<file path="config.mk">
export PLATFORM = sky130hd
export DESIGN_NAME = ssap_horner_step
export DESIGN_NICKNAME = d
export VERILOG_FILES = /design/src/rtl/core/ssap_pkg.sv /design/src/rtl/core/ssap_horner_step.sv
export SDC_FILE = /design/constraint.sdc
export NUM_CORES = 2
export LEC_CHECK = 0
export ABC_AREA = 0
export BUFFER_PORTS_ARGS = -buffer_cell sky130_fd_sc_hd__buf_2
export CORE_MARGIN = 2
export CORE_UTILIZATION = 45
export DETAILED_ROUTE_END_ITERATION = 8
export GPL_ROUTABILITY_DRIVEN = 0
export SYNTH_ARGS = -nofsm -noshare
export SYNTH_HDL_FRONTEND = slang
export SYNTH_SLANG_ARGS = --single-unit
</file>
<file path="constraint.sdc">
create_clock -name clk -period 5.92 [get_ports clk]
set_clock_uncertainty 0.15 [all_clocks]
set_input_delay 0.888 -clock clk [delete_from_list [all_inputs] [get_ports clk]]
set_output_delay 0.888 -clock clk [all_outputs]
set_load 0.01 [all_outputs]
</file>
<file path="src/rtl/core/ssap_pkg.sv">
// Shared types, widths and reset constants for the speed-to-angle polynomial block.
`timescale 1ns / 1ps
`default_nettype none

package ssap_pkg;

	// Field and datapath widths
	localparam int SPEED_W = 16;
	localparam int X_W     = SPEED_W + 1;
	localparam int ACC_W   = 48;
	localparam int ANGLE_W = 8;
	localparam int HALF_W  = ACC_W / 2;

	// Defaults for the top-level parameters
	localparam int SPEED_FRAC_BITS_DEF = 10;
	localparam int COEF_FRAC_BITS_DEF  = 40;
	localparam int ANGLE_MAX_DEF       = 180;

	// Polynomial order: one Horner step per coefficient below the top one
	localparam int COEF_N       = 7;
	localparam int HORNER_STEPS = COEF_N - 1;

	localparam logic signed [ACC_W-1:0] ACC_MAX = {1'b0, {(ACC_W-1){1'b1}}};
	localparam logic signed [ACC_W-1:0] ACC_MIN = {1'b1, {(ACC_W-1){1'b0}}};

	// Coefficient reset values, Q7.40, constant term first
	localparam logic signed [ACC_W-1:0] COEF_RESET [COEF_N] = '{
		48'sd100381780223162,
		48'sd1490008569988,
		-48'sd28310514561,
		-48'sd4144252836,
		48'sd423208318,
		48'sd50057417,
		-48'sd743518
	};

	// Configuration register indexes
	typedef enum logic [2:0] {
		REG_MIRROR_SIDE,
		REG_COEF_ZERO,
		REG_COEF_ONE,
		REG_COEF_TWO,
		REG_COEF_THREE,
		REG_COEF_FOUR,
		REG_COEF_FIVE,
		REG_COEF_SIX
	} cfg_reg_t;

	// Operand and running sum carried down the Horner chain
	typedef struct packed {
		logic signed [X_W-1:0]   x;
		logic signed [ACC_W-1:0] acc;
	} horner_t;

endpackage

`default_nettype wire

</file>
<file path="src/rtl/core/ssap_horner_step.sv">
// One Horner step, acc = sat(floor(acc * x / 2^frac) + coef), over two pipeline stages.
`timescale 1ns / 1ps
`default_nettype none

module ssap_horner_step #(
	parameter int SPEED_FRAC_BITS = ssap_pkg::SPEED_FRAC_BITS_DEF
) (
	input  wire logic                               clk,
	input  wire logic                               arst_n,
	input  wire logic                               in_valid,
	output      logic                               in_ready,
	input  wire ssap_pkg::horner_t                  in_data,
	input  wire logic signed [ssap_pkg::ACC_W-1:0]  coef,
	output      logic                               out_valid,
	input  wire logic                               out_ready,
	output      ssap_pkg::horner_t                  out_data
);
	import ssap_pkg::*;

	localparam int PLO_W  = HALF_W + 1 + X_W;
	localparam int PHI_W  = HALF_W + X_W;
	localparam int PROD_W = ACC_W + X_W;
	localparam int SUM_W  = PROD_W + 1;

	logic                      valid_s1;
	logic signed [X_W-1:0]     x_s1;
	logic signed [PLO_W-1:0]   plo_s1;
	logic signed [PHI_W-1:0]   phi_s1;
	logic                      valid_s2;
	horner_t                   data_s2;

	logic                      ready_s1;
	logic                      ready_s2;
	logic signed [PLO_W-1:0]   plo;
	logic signed [PHI_W-1:0]   phi;
	logic signed [PROD_W-1:0]  prod;
	logic signed [PROD_W-1:0]  prod_shr;
	logic signed [SUM_W-1:0]   sum;
	logic [SUM_W-ACC_W:0]      sum_top;
	logic signed [ACC_W-1:0]   acc_next;

	// Stall chain: a stage loads when empty or when its successor loads
	assign ready_s2 = !valid_s2 || out_ready;
	assign ready_s1 = !valid_s1 || ready_s2;
	assign in_ready = ready_s1;

	// Split the accumulator in halves: unsigned low, signed high
	assign plo = $signed({1'b0, in_data.acc[HALF_W-1:0]}) * in_data.x;
	assign phi = $signed(in_data.acc[ACC_W-1:HALF_W]) * in_data.x;

	// Recombine, floor the fraction away, add the coefficient
	assign prod     = (PROD_W'(phi_s1) <<< HALF_W) + PROD_W'(plo_s1);
	assign prod_shr = prod >>> SPEED_FRAC_BITS;
	assign sum      = SUM_W'(prod_shr) + SUM_W'(coef);
	assign sum_top  = sum[SUM_W-1:ACC_W-1];

	// Saturate to the accumulator range
	always_comb begin
		priority if (sum_top == '0 || sum_top == '1) begin
			acc_next = sum[ACC_W-1:0];
		end else if (sum[SUM_W-1]) begin
			acc_next = ACC_MIN;
		end else begin
			acc_next = ACC_MAX;
		end
	end

	// Valid bits
	always_ff @(posedge clk or negedge arst_n) begin
		if (!arst_n) begin
			valid_s1 <= 1'b0;
			valid_s2 <= 1'b0;
		end else begin
			if (ready_s1) begin
				valid_s1 <= in_valid;
			end
			if (ready_s2) begin
				valid_s2 <= valid_s1;
			end
		end
	end

	// Payload, held while stalled
	always_ff @(posedge clk) begin
		if (ready_s1 && in_valid) begin
			x_s1   <= in_data.x;
			plo_s1 <= plo;
			phi_s1 <= phi;
		end
		if (ready_s2 && valid_s1) begin
			data_s2.x   <= x_s1;
			data_s2.acc <= acc_next;
		end
	end

	assign out_valid = valid_s2;
	assign out_data  = data_s2;

`ifndef ASSERT_OFF
	// The operand moves unchanged from the product stage to the sum stage
	a_x_carried: assert property (@(posedge clk) disable iff (!arst_n)
		valid_s1 && ready_s2 |=> valid_s2 && data_s2.x == $past(x_s1))
		else $error("horner step: operand changed between stages");

	// Backpressure only when both stages hold a beat and the sink stalls
	a_full_when_blocked: assert property (@(posedge clk) disable iff (!arst_n)
		!in_ready |-> valid_s1 && valid_s2 && !out_ready)
		else $error("horner step: input blocked with room in the pipe");

	// A stalled product stage keeps its partial products
	a_products_held: assert property (@(posedge clk) disable iff (!arst_n)
		valid_s1 && !ready_s2 |=> valid_s1 && $stable(plo_s1) && $stable(phi_s1))
		else $error("horner step: partial products lost under stall");
`endif

endmodule

`default_nettype wire

</file>
==> key figures <==
Critical path
  • Critical Path Start: in_data[31]
  • CP max FO: 7
  • Slowest CP cell: fa_1
  • CP cell instances: buf_12, and2_4, fa_1, inv_1, fa_1, fa_2, fa_1, inv_1, fa_1, inv_1, fa_1, inv_2, ha_4, buf_4, and3_4, nand3_4, nor3_4, o21a_1, a2111o_1, buf_6, a21oi_4, o211ai_1, a311o_1, o2111ai_2
  • R2R Path End: out_data[43]
  • Worst r2r src: plo_s1[24]
  • Critical Path AT: 6490 ps
  • Worst reg-to-reg path cell count: 27
  • Critical path buffers and inverters: 7
  • Flop2flop setup slack: -120 ps
  • Crit end category: flop
  • Crit Path Class: input pin to flop
  • Top delay family on crit path: adder cells
  • Most frequent CP cell: fa_1
  • Critical Path RT: 6010 ps
  • Critical path's largest stage delay: 520 ps
  • Crit start category: input pin

Yosys
  • Synth cell types: 87
  • Fraction of registers with async set/reset: 1.27%
  • Syn. warnings: 0
  • Area contributors post-synth: fa_1 38%, edfxtp_1 12%, ha_1 11%
  • Most used DFF post-synth: edfxtp_1
  • Synth Instances: 4210
  • Synth Register Bits: 157
  • Synthesized cell area: 38600 um^2
  • Yosys top cell by area: fa_1
  • Synth Net Count: 5390
  • Post-synthesis sequential area ratio: 12.2%
  • Yosys top cell area share: 37.9%
  • Post-synth EDFFs: 155
  • Syn_area_per_cell: 9.18 um^2

Floorplan
  • Horiz. Die Dim: 297 um
  • Core area: 85100 um^2
  • Die H: 297 um
  • IO Count: 184
  • Initial Utilization: 45.4%
  • Row count: 107
  • Area of the die: 88200 um^2

Global route
  • Largest net degree at the start of global routing: 57
  • Initial antenna violation count: 2
  • Vias in the first global route: 32500
  • GRT Total Usage: 25.8%
  • First-pass GRT wire length: 178000 um
  • Total grt overflow: 0

Clocking
  • CTS clk-pin slew, worst paths: 100 ps
  • CTS tree: yes
  • Depth of the CTS H-tree: 4
  • Clk root buf: clkbuf_16
  • Sink Count: 157
  • Worst skew pair latency: 530 ps
  • TritonCTS buffer count: 17
  • Max Root-Sink Buffers: 2

Layout
  • Layout Area Growth over Synthesis: 28.2%
  • Share of cells above drive strength 1: 26.1%
  • Number of fillers in the final layout: 7475
  • Post-Layout Cell Count: 6095
  • Nets: 6116

Worst hold path
  • Hold_sp: x_s1[16]
  • Worst hold path stage count: 0
  • Worst Hold Class: flop to flop
  • Hold EP: out_data[64]

Status
  • Outcome: complete, but fails checks
  • Failing checks: setup timing

Placed design
  • I/O Buffers: 183
  • DP HPWL: 89700 um
  • Placed cell count: 5955

Routing
  • Post-DR vias/cell: 5.12
  • DRT Pass-1 Iters: 8
  • Final WL: 113000 um
  • DR vias: 31200
  • Iter 0 DRT Violations: 1617
  • Remaining DRCs: 0
  • Wirelength per Cell: 18.5 um
  • Antenna Nets Post-Route: 0

Timing
  • Min Clock Period, post-route: 6390 ps
  • Final hold violations: 0
  • Final setup fails: 82
  • Worst-margin pin slew: 761 ps
  • Final setup margin: -475 ps
  • Fin. max-slew vios: 0
  • Rel. slew slack: 49.3%
  • Final period util: 108%
  • Max Fclk: 156 MHz
  • Unrepaired setup endpoints after global routing: yes

Run
  • Max-Cap Viols: 0
-- per-stage QoR --
step	util [%]	instance area [um^2]	worst slack, ps	hold slack (ps)	setup TNS, ps
after floorplan	-	39400	-756	250	-14970
after global placement	53.3	45400	-1260	250	-77660
after detailed placement	53.3	45400	-1370	256	-84920
after CTS	56.5	48100	-461	273	-10090
after global routing	58.2	49600	-648	276	-31220
final	58.2	49600	-475	270	-14210
-- registers in the layout, summed over array words and instances (netlist names) --
name	flops
out_data	65
phi_s1	41
plo_s1	32
x_s1	17
out_valid	1
valid_s1	1
-- kinds of logic (layout without fill, tap and decap cells) --
family / after synthesis / in the layout / synth area share, %
multiplexers: 3 / 3 / 0.0777
AO/OA/AOI/OAI: 543 / 543 / 9.46
flip-flops: 157 / 157 / 12.2
buffers and inverters: 1031 / 1770 / 10.1
AND/OR/NAND/NOR: 1268 / 1268 / 16.2
XOR/XNOR: 145 / 145 / 3.29
adder cells (fa/ha/maj): 1063 / 1063 / 48.6
other: 0 / 2 / 0
-- worst max path at each step --
stage                 endpoint  slack, ps  cells after the start
global route        phi_s1[29]       -650                     24
detailed placement  plo_s1[40]      -1370                     22
floorplan           phi_s1[39]       -760                     23
finish              phi_s1[29]       -470                     24
global placement    plo_s1[40]      -1260                     22
CTS                 phi_s1[39]       -460                     23
-- repair_timing --
action | in CTS | in global routing
hold buffers | 1 | 0
setup buffers | 56 | 45
gates resized for setup | 289 | 250
pin swaps | 146 | 173
gates cloned | 15 | 7
endpoints found under the setup margin | 95 | 95
hold endpoints to repair | 2 | 0
-- layout make-up --
type	count	area [um^2]	area share (%)
Antenna cell	2	5.00	0.0101
Timing Repair Buffer	895	7720	15.6
Clock buffer	17	425	0.858
Inverter	843	3160	6.39
Tap cell	1144	1430	2.89
Multi-Input combinational cell	3022	31900	64.4
Sequential cell	157	4700	9.49
Clock inverter	15	193	0.389
-- routing by layer --
| layer | vias up | track usage, % | share of wire (%) |
|---|---|---|---|
| li1 | 14700 | - | - |
| met1 | 15500 | 36.0 | 45 |
| met2 | 932 | 41.2 | 45 |
| met3 | 162 | 4.39 | 6.4 |
| met4 | 2 | 8.03 | 3.2 |
| met5 | - | 0 | 0.012 |
-- cell usage in the layout, fill, tap and decap left out, types with 11 or more instances in the layout --
master and instances:
a21o_1 86, a21oi_1 110, a21oi_2 34, a31oi_1 14, and2_1 341, and2_4 30, and3_1 18, buf_12 48
buf_16 14, buf_2 139, buf_4 609, buf_6 53, buf_8 11, clkbuf_16 22, clkbuf_4 11, edfxtp_1 155
fa_1 700, fa_2 31, ha_1 286, ha_4 38, inv_1 797, inv_2 46, nand2_1 506, nand2b_1 37
nand3_1 57, nand4_1 26, nor2_1 119, nor2_2 11, nor2b_1 15, nor3_1 21, o211ai_1 34, o21a_1 26
o21ai_0 54, o21ai_1 12, o21ai_2 11, o21bai_1 16, o31ai_2 24, xnor2_1 83, xor2_1 46
-- Yosys cell counts, types with 5 or more instances --
cell type,n
a211oi_1,11
a21boi_0,6
a21o_1,87
a21oi_1,149
a221oi_1,5
a31o_2,5
a31oi_1,19
and2_1,371
and3_1,19
and4_1,12
buf_1,5
buf_2,15
clkbuf_1,162
edfxtp_1,155
fa_1,731
ha_1,332
inv_1,842
nand2_1,521
nand2b_1,38
nand3_1,66
nand4_1,26
nor2_1,133
nor2b_1,17
nor3_1,25
o2111ai_1,5
o211ai_1,34
o21a_1,26
o21ai_0,73
o21ai_1,6
o21bai_1,16
o31ai_1,42
or3_1,10
xnor2_1,91
xor2_1,54
Power is not shown: default switching activity piles up to over one toggle a cycle in this logic, so the estimate is an artifact.
